==> config.mk <==
export PLATFORM = sky130hd
export DESIGN_NAME = qam_mapper_demapper
export DESIGN_NICKNAME = d
export VERILOG_FILES = /design/src/rtl/qmd_pkg.sv /design/src/rtl/qam_mapper_demapper.sv /design/src/rtl/qmd_core.sv
export SDC_FILE = /design/constraint.sdc
export NUM_CORES = 1
export LEC_CHECK = 0
export ABC_AREA = 1
export BUFFER_PORTS_ARGS = -buffer_cell sky130_fd_sc_hd__buf_4
export CAP_MARGIN = 15
export CORE_ASPECT_RATIO = 0.5
export CORE_MARGIN = 3
export CORE_UTILIZATION = 25
export DETAILED_ROUTE_END_ITERATION = 8
export GPL_ROUTABILITY_DRIVEN = 0
export PLACE_DENSITY = 0.54
export SYNTH_ARGS = -nofsm -noshare
export SYNTH_HDL_FRONTEND = slang
export SYNTH_HIERARCHICAL = 1
export SYNTH_SLANG_ARGS = --single-unit
==> constraint.sdc <==
create_clock -name clk -period 7 [get_ports clk]
set_clock_uncertainty 0.05 [all_clocks]
set_input_delay 0.7 -clock clk [delete_from_list [all_inputs] [get_ports clk]]
set_output_delay 0.7 -clock clk [all_outputs]
set_load 0.1 [all_outputs]
==> src/rtl/qmd_pkg.sv <==
// Shared types, mode and operation codes, and elaboration-time constant functions
// for the QAM mapper and demapper. It has no dependencies.
`timescale 1ns / 1ps
`default_nettype none

package qmd_pkg;

  localparam int unsigned SAMPLE_WIDTH = 16;
  localparam int unsigned FRAC_BITS    = 13;
  localparam int unsigned BITS_WIDTH   = 6;

  typedef enum logic [1:0] {
    MODE_QPSK  = 2'd0,
    MODE_QAM16 = 2'd1,
    MODE_QAM64 = 2'd2
  } mode_t;

  localparam logic OP_MAP   = 1'b0;
  localparam logic OP_DEMAP = 1'b1;

  typedef struct packed {
    logic                           op;
    logic [BITS_WIDTH-1:0]          bits_in;
    logic signed [SAMPLE_WIDTH-1:0] sample_i;
    logic signed [SAMPLE_WIDTH-1:0] sample_q;
  } req_t;

  typedef struct packed {
    logic signed [SAMPLE_WIDTH-1:0] point_i;
    logic signed [SAMPLE_WIDTH-1:0] point_q;
    logic [BITS_WIDTH-1:0]          bits_out;
  } res_t;

  // Rounded value of k * 2^FRAC_BITS / sqrt(m), saturated to the largest positive sample.
  function automatic logic [63:0] level_code(input int unsigned k, input int unsigned m);
    logic [127:0] rhs;
    logic [127:0] lhs;
    logic [127:0] d;
    logic [63:0]  v;
    logic [63:0]  c;
    logic [63:0]  vmax;
    rhs  = 128'(k * k) << (2 * FRAC_BITS + 2);
    v    = '0;
    vmax = (64'd1 << (SAMPLE_WIDTH - 1)) - 64'd1;
    for (int b = FRAC_BITS; b >= 0; b--) begin
      c   = v | (64'd1 << b);
      d   = 128'((c << 1) - 64'd1);
      lhs = d * d * 128'(m);
      if (lhs <= rhs) begin
        v = c;
      end
    end
    return (v > vmax) ? vmax : v;
  endfunction

  // Largest integer v with v / 2^FRAC_BITS not above t / sqrt(m).
  function automatic logic [63:0] thr_code(input int unsigned t, input int unsigned m);
    logic [127:0] rhs;
    logic [127:0] lhs;
    logic [63:0]  v;
    logic [63:0]  c;
    rhs = 128'(t * t) << (2 * FRAC_BITS);
    v   = '0;
    for (int b = FRAC_BITS + 1; b >= 0; b--) begin
      c   = v | (64'd1 << b);
      lhs = 128'(c) * 128'(c) * 128'(m);
      if (lhs <= rhs) begin
        v = c;
      end
    end
    return v;
  endfunction

endpackage

`default_nettype wire

==> src/rtl/qam_mapper_demapper.sv <==
// Top level of the QAM mapper and hard-decision demapper: request and result
// registers, mode register and flow control. Depends on qmd_pkg and qmd_core.
`timescale 1ns / 1ps
`default_nettype none

// Takes one request per clock while in_stall is low; each request passes through an input
// register, then the mapping or decision logic into the result register.
// A new request is taken while a finished result waits to be collected; in_stall rises
// only when both registers are full and out_stall is high. The mode register selects
// QPSK, 16-QAM or 64-QAM and resets to QPSK; the unused code returns an all-zero
// result. The constellation levels and decision thresholds are constants worked out
// at elaboration. Write the mode only while no request is in flight.
module qam_mapper_demapper (
  input  wire logic          clk,
  input  wire logic          rst_n,
  input  wire logic          cfg_wr_en,
  input  wire logic [1:0]    cfg_wdata,
  input  wire logic          in_valid,
  output logic               in_stall,
  input  wire qmd_pkg::req_t in_req,
  output logic               out_valid,
  input  wire logic          out_stall,
  output qmd_pkg::res_t      out_res
);

  qmd_pkg::mode_t mode_r;
  qmd_pkg::mode_t mode_nxt;
  logic           s1_valid_r;
  logic           s1_valid_nxt;
  qmd_pkg::req_t  s1_req_r;
  qmd_pkg::req_t  s1_req_nxt;
  logic           out_valid_r;
  logic           out_valid_nxt;
  qmd_pkg::res_t  out_res_r;
  qmd_pkg::res_t  out_res_nxt;
  qmd_pkg::res_t  core_res;
  logic           adv_out;
  logic           in_acc;

  qmd_core u_core (
    .mode (mode_r),
    .req  (s1_req_r),
    .res  (core_res)
  );

  assign adv_out  = !out_valid_r || !out_stall;
  assign in_stall = s1_valid_r && !adv_out;
  assign in_acc   = in_valid && !in_stall;

  always_comb begin
    mode_nxt      = cfg_wr_en ? qmd_pkg::mode_t'(cfg_wdata) : mode_r;
    s1_valid_nxt  = in_acc ? 1'b1 : (adv_out ? 1'b0 : s1_valid_r);
    s1_req_nxt    = in_acc ? in_req : s1_req_r;
    out_valid_nxt = adv_out ? s1_valid_r : out_valid_r;
    out_res_nxt   = (adv_out && s1_valid_r) ? core_res : out_res_r;
  end

  always_ff @(posedge clk) begin
    if (!rst_n) begin
      mode_r      <= qmd_pkg::MODE_QPSK;
      s1_valid_r  <= 1'b0;
      out_valid_r <= 1'b0;
    end else begin
      mode_r      <= mode_nxt;
      s1_valid_r  <= s1_valid_nxt;
      out_valid_r <= out_valid_nxt;
    end
    s1_req_r  <= s1_req_nxt;
    out_res_r <= out_res_nxt;
  end

  assign out_valid = out_valid_r;
  assign out_res   = out_res_r;

  // A held request moves on to the result register whenever that register can take it.
  a_advance: assert property (@(posedge clk) disable iff (!rst_n)
    s1_valid_r && adv_out |=> out_valid_r)
    else $error("request in the input register was not moved to the result register");

  // A mapped point and decided bits never appear in the same result.
  a_exclusive: assert property (@(posedge clk) disable iff (!rst_n)
    out_valid_r && ((out_res_r.point_i != '0) || (out_res_r.point_q != '0))
      |-> (out_res_r.bits_out == '0))
    else $error("result carries both a point and decided bits");

  // The mode changes only on a configuration write.
  a_mode_hold: assert property (@(posedge clk) disable iff (!rst_n)
    !cfg_wr_en |=> $stable(mode_r))
    else $error("mode changed without a configuration write");

endmodule

`default_nettype wire

==> src/rtl/qmd_core.sv <==
// Combinational mapper and hard-decision demapper for one request.
// Depends on qmd_pkg for the request and result types, codes and constants.
`timescale 1ns / 1ps
`default_nettype none

module qmd_core (
  input  wire qmd_pkg::mode_t mode,
  input  wire qmd_pkg::req_t  req,
  output qmd_pkg::res_t       res
);

  localparam int unsigned SW = qmd_pkg::SAMPLE_WIDTH;
  localparam int unsigned CW = (qmd_pkg::SAMPLE_WIDTH > qmd_pkg::FRAC_BITS + 2) ?
                               qmd_pkg::SAMPLE_WIDTH : qmd_pkg::FRAC_BITS + 2;

  localparam logic [63:0] L1_2_W  = qmd_pkg::level_code(1, 2);
  localparam logic [63:0] L1_10_W = qmd_pkg::level_code(1, 10);
  localparam logic [63:0] L3_10_W = qmd_pkg::level_code(3, 10);
  localparam logic [63:0] L1_42_W = qmd_pkg::level_code(1, 42);
  localparam logic [63:0] L3_42_W = qmd_pkg::level_code(3, 42);
  localparam logic [63:0] L5_42_W = qmd_pkg::level_code(5, 42);
  localparam logic [63:0] L7_42_W = qmd_pkg::level_code(7, 42);
  localparam logic [63:0] T2_10_W = qmd_pkg::thr_code(2, 10);
  localparam logic [63:0] T2_42_W = qmd_pkg::thr_code(2, 42);
  localparam logic [63:0] T4_42_W = qmd_pkg::thr_code(4, 42);
  localparam logic [63:0] T6_42_W = qmd_pkg::thr_code(6, 42);

  localparam logic [SW-1:0] L1_2  = L1_2_W[SW-1:0];
  localparam logic [SW-1:0] L1_10 = L1_10_W[SW-1:0];
  localparam logic [SW-1:0] L3_10 = L3_10_W[SW-1:0];
  localparam logic [SW-1:0] L1_42 = L1_42_W[SW-1:0];
  localparam logic [SW-1:0] L3_42 = L3_42_W[SW-1:0];
  localparam logic [SW-1:0] L5_42 = L5_42_W[SW-1:0];
  localparam logic [SW-1:0] L7_42 = L7_42_W[SW-1:0];
  localparam logic [CW-1:0] T2_10 = T2_10_W[CW-1:0];
  localparam logic [CW-1:0] T2_42 = T2_42_W[CW-1:0];
  localparam logic [CW-1:0] T4_42 = T4_42_W[CW-1:0];
  localparam logic [CW-1:0] T6_42 = T6_42_W[CW-1:0];

  // Gray order of the 64-QAM magnitude bits: 00 -> 1, 01 -> 3, 11 -> 5, 10 -> 7.
  function automatic logic [SW-1:0] gray64_level(input logic [1:0] g);
    logic [SW-1:0] lvl;
    case (g)
      2'b00:   lvl = L1_42;
      2'b01:   lvl = L3_42;
      2'b11:   lvl = L5_42;
      default: lvl = L7_42;
    endcase
    return lvl;
  endfunction

  function automatic logic [SW-1:0] apply_sign(input logic neg, input logic [SW-1:0] lvl);
    return neg ? SW'(~lvl + 1'b1) : lvl;
  endfunction

  // Decisions for one axis: sign bit first, then the magnitude bits.
  function automatic logic [2:0] demap_axis(input logic [SW-1:0] r, input qmd_pkg::mode_t md);
    logic          neg;
    logic [SW-1:0] mag_n;
    logic [CW-1:0] mag;
    logic [2:0]    d;
    neg   = r[SW-1];
    mag_n = neg ? SW'(~r + 1'b1) : r;
    mag   = CW'(mag_n);
    unique case (md)
      qmd_pkg::MODE_QPSK:  d = {2'b00, neg | (r == '0)};
      qmd_pkg::MODE_QAM16: d = {1'b0, neg, mag > T2_10};
      qmd_pkg::MODE_QAM64: d = {neg, mag > T4_42, (mag > T2_42) && !(mag > T6_42)};
      default:             d = 3'b000;
    endcase
    return d;
  endfunction

  logic          mode_ok;
  logic          neg_i;
  logic          neg_q;
  logic [SW-1:0] lvl_i;
  logic [SW-1:0] lvl_q;
  logic [2:0]    dm_i;
  logic [2:0]    dm_q;
  logic [qmd_pkg::BITS_WIDTH-1:0] dm_bits;

  assign dm_i = demap_axis(req.sample_i, mode);
  assign dm_q = demap_axis(req.sample_q, mode);

  always_comb begin
    mode_ok = 1'b1;
    neg_i   = 1'b0;
    neg_q   = 1'b0;
    lvl_i   = '0;
    lvl_q   = '0;
    dm_bits = '0;
    unique case (mode)
      qmd_pkg::MODE_QPSK: begin
        neg_i   = req.bits_in[1];
        neg_q   = req.bits_in[0];
        lvl_i   = L1_2;
        lvl_q   = L1_2;
        dm_bits = {4'b0000, dm_i[0], dm_q[0]};
      end
      qmd_pkg::MODE_QAM16: begin
        neg_i   = req.bits_in[3];
        neg_q   = req.bits_in[1];
        lvl_i   = req.bits_in[2] ? L3_10 : L1_10;
        lvl_q   = req.bits_in[0] ? L3_10 : L1_10;
        dm_bits = {2'b00, dm_i[1:0], dm_q[1:0]};
      end
      qmd_pkg::MODE_QAM64: begin
        neg_i   = req.bits_in[5];
        neg_q   = req.bits_in[2];
        lvl_i   = gray64_level(req.bits_in[4:3]);
        lvl_q   = gray64_level(req.bits_in[1:0]);
        dm_bits = {dm_i, dm_q};
      end
      default: begin
        mode_ok = 1'b0;
      end
    endcase

    res = '0;
    if (mode_ok) begin
      if (req.op == qmd_pkg::OP_MAP) begin
        res.point_i = apply_sign(neg_i, lvl_i);
        res.point_q = apply_sign(neg_q, lvl_q);
      end else begin
        res.bits_out = dm_bits;
      end
    end
  end

endmodule

`default_nettype wire
==> flow_summary.rst <==
.. list-table::
   :header-rows: 1

   * - Metric
     - Value
   * - Final total negative setup slack
     - 0 ns
   * - Total of hold buffers inserted after clock tree synthesis
     - 0
   * - First-pass GRT wire length
     - 20.42 mm
   * - Class of the most critical setup path
     - register to register
   * - Vias
     - 4,127
   * - Worst-case register-to-register setup slack
     - 3.85 ns
   * - Worst voltage drop across the vdd grid
     - 108.0 µV
   * - Final Max Slew Viols
     - 0
   * - Layout overhead on the synthesized area
     - 25.37%
   * - DIE WIDTH
     - 203.5 µm
   * - Number of antenna violations at the first check in global routing
     - 0
   * - Kind of capture point of the worst setup path
     - register
   * - Die area
     - 21,310 µm²
   * - Die boundary height
     - 104.7 µm
   * - Clock root buffer
     - sky130_fd_sc_hd__clkbuf_16
   * - Routed wire per std cell
     - 13.65 µm
   * - Worst max-slew margin expressed relative to the limit
     - 0.2709
   * - Total CTS buffers
     - 9
   * - Reg-to-reg startpoint
     - mode_r[0]
   * - Power per cell area
     - 230.0 nW/µm²
   * - Share of the synthesized area in the top cell type
     - 0.4745
   * - Number of instances in the synthesized netlist
     - 582
   * - Std cell rows
     - 35
   * - CTS tree
     - done
   * - Total Routing Usage GR
     - 0.1204
   * - Endpoints failing hold
     - 0
   * - Maximum number of pins on one net before global-route repair
     - 40
   * - Share of synthesized area occupied by flip-flops and latches
     - 0.4909
   * - H-tree levels
     - 3
   * - Proportion of layout cells with a drive suffix above 1
     - 0.2006
   * - Worst reg2reg path endpoint
     - out_res[26]
   * - Via count of the first global-routing pass
     - 3,901
   * - Maximum fanout encountered on the critical timing path
     - 11
   * - Count of instances resized after the clock tree is built
     - 0
   * - Setup repair after global routing missed its margin
     - no
   * - Max-cap violations
     - 0
   * - Synth Net Count
     - 647
   * - Multi-input gate area in the final layout
     - 2116 µm²
   * - Leading cell types in the layout, fill and taps excluded
     - sky130_fd_sc_hd__nand2_1, sky130_fd_sc_hd__buf_4, sky130_fd_sc_hd__edfxtp_1, sky130_fd_sc_hd__inv_1, sky130_fd_sc_hd__nor2_1
   * - Filler instances
     - 1,998
   * - Total length of routed wires
     - 12.72 mm
   * - Most common cell after layout, fill and taps aside
     - sky130_fd_sc_hd__nand2_1
   * - Maximum clock insertion buffer count
     - 2
   * - Maximum operating frequency
     - 317.7 MHz
   * - Initial core utilization
     - 0.2600
   * - Netlist Area Pre-Place
     - 4873 µm²
   * - Yosys warnings
     - 6
   * - Average vias per placed instance
     - 4.428
   * - # nets final
     - 733
   * - Number of cells traversed by the worst hold path
     - 2
   * - Library cells used by synthesis
     - 43
   * - Final worst path period need
     - 3.147 ns
   * - Syn_area_per_cell
     - 8.374 µm²
   * - Num ports
     - 86
   * - Count of flip-flops with a built-in enable after synthesis
     - 77
   * - Clk Latency, worst-skew pair
     - 0.34 ns
   * - Leakage power of the design
     - 2.665 nW
   * - Number of inserted diodes
     - 0
   * - Clock transition at the registers of the reported paths
     - 0.07 ns
   * - Proportion of synthesized flip-flops having asynchronous set or reset
     - 0
   * - Number of routed nets with antenna violations
     - 0
   * - Total core area
     - 18,740 µm²
   * - Global route total overflow
     - 0
   * - Commonest register cell after synthesis
     - sky130_fd_sc_hd__edfxtp_1
   * - Initial DRC Count
     - 349
   * - Slew @ Worst Pin
     - 1.090 ns
   * - Depth of the worst register-to-register path
     - 9
   * - Classification of the worst-slack hold path
     - register to register
   * - Setup crit start kind
     - register
   * - Area taken by flip-flops and latches
     - 2392 µm²
   * - Top cell type by total area after synthesis
     - sky130_fd_sc_hd__edfxtp_1
   * - DP Wirelength
     - 9.850 mm
   * - Detailed-router iteration count before antenna repair
     - 5
   * - Hold path startpoint
     - s1_valid_r
   * - Top cells by area in the synthesized netlist
     - sky130_fd_sc_hd__edfxtp_1, sky130_fd_sc_hd__nand2_1, sky130_fd_sc_hd__inv_1
   * - Final setup violation count
     - 0
   * - Result of the run
     - finished clean
   * - Data arrival time of the critical path
     - 3.18 ns
   * - Number of synthesized register bits
     - 81
   * - Final clock period utilization by the worst path
     - 0.4496
   * - Number of sinks driven by the clock tree
     - 81
   * - Total power of the final layout
     - 1.405 mW
   * - Post-CTS Setup Inserts
     - 0
   * - WHS Endpoint
     - s1_valid_r
   * - DRC viols
     - 0
   * - Port bufs
     - 85
   * - Critical path required time
     - 7.03 ns
[kinds of logic (layout without fill, tap and decap cells)]
family | Yosys count | count (layout) | synth area share
and+or+nand+nor | 287 | 287 | 0.2611
DFF | 81 | 81 | 0.4909
buffers and inverters | 93 | 184 | 0.07728
adders and majority gates | 19 | 19 | 0.04878
xor gates and xnor gates | 6 | 6 | 0.01386
AOI/OAI and AO/OA | 96 | 96 | 0.1081
[layout make-up]
type | count | area share
sequential | 81 | 0.3916
clock buffer | 10 | 0.03748
clock inverter | 6 | 0.01495
timing repair buffer | 87 | 0.1069
multi-input combinational | 408 | 0.3463
tap | 259 | 0.05304
inverter | 81 | 0.04976
[layer usage]
| metal | routed length (µm) | vias to the layer above | GRT usage |
|---|---|---|---|
| met1 | 6553 | 1902 | 0.1743 |
| met5 | 0 | - | 0 |
| met4 | 267 | 0 | 0.03876 |
| met3 | 639 | 21 | 0.03517 |
| met2 | 5257 | 92 | 0.1712 |
| li1 | - | 2112 | - |
[power breakdown]
group / internal [mW] / leakage [nW] / total, mW / switching [mW]
logic: 0.0819 / 1.72 / 0.303 / 0.221
registers: 0.567 / 0.785 / 0.590 / 0.0224
clock network: 0.314 / 0.157 / 0.513 / 0.198
[flip-flops by register name, indices dropped and copies added (netlist names)]
register	cells
s1_req_r	39
mode_r	2
s1_valid_r	1
out_res	38
out_valid	1
[cell usage after synthesis, types with 3 or more instances]
cell / number
sky130_fd_sc_hd__xor2_1: 4
sky130_fd_sc_hd__nand4_1: 7
sky130_fd_sc_hd__nor2_2: 7
sky130_fd_sc_hd__nor3_1: 5
sky130_fd_sc_hd__o211ai_1: 5
sky130_fd_sc_hd__a211oi_1: 3
sky130_fd_sc_hd__clkbuf_1: 3
sky130_fd_sc_hd__a31oi_1: 3
sky130_fd_sc_hd__ha_1: 19
sky130_fd_sc_hd__a21oi_1: 34
sky130_fd_sc_hd__nand3b_1: 6
sky130_fd_sc_hd__edfxtp_1: 77
sky130_fd_sc_hd__nand2_2: 7
sky130_fd_sc_hd__o21ai_1: 9
sky130_fd_sc_hd__inv_2: 7
sky130_fd_sc_hd__o21ai_0: 34
sky130_fd_sc_hd__nand3_1: 45
sky130_fd_sc_hd__nor2_1: 69
sky130_fd_sc_hd__buf_2: 4
sky130_fd_sc_hd__nand2_1: 130
sky130_fd_sc_hd__inv_1: 72
sky130_fd_sc_hd__dfxtp_1: 4
[per-stage QoR]
step	setup WS [ns]	hold WS [ns]	utilization	std cells	area (µm²)
finish	3.853	0.4526	0.3260	932	6110
global route	3.490	0.4594	0.3260	932	6110
CTS	3.911	0.4568	0.3260	932	6110
detailed placement	3.927	0.4468	0.3089	916	5789
global placement	4.146	0.4401	0.3089	916	5789
floorplan	3.824	0.4111	-	582	4873
[critical path, stage by stage, from the launching register on]
cell	delay, ns
sky130_fd_sc_hd__dfxtp_1	0.37
sky130_fd_sc_hd__inv_1	0.25
sky130_fd_sc_hd__ha_1	0.45
sky130_fd_sc_hd__clkinv_1	0.35
sky130_fd_sc_hd__o22ai_1	0.30
sky130_fd_sc_hd__inv_1	0.05
sky130_fd_sc_hd__o21ai_0	0.39
sky130_fd_sc_hd__nand2_1	0.33
sky130_fd_sc_hd__nor3_1	0.26
sky130_fd_sc_hd__a211oi_1	0.08
[worst max path at each step]
stage	depth (start not counted)	to	slack (ns)	start
floorplan	1	out_res[0]	3.82	out_valid
global placement	9	out_res[34]	4.15	mode_r[0]
detailed placement	9	out_res[26]	3.93	mode_r[0]
CTS	9	out_res[26]	3.91	mode_r[0]
global route	10	out_res[29]	3.49	mode_r[0]
finish	9	out_res[26]	3.85	mode_r[0]
Note: power is estimated with default switching activity, not from simulation.
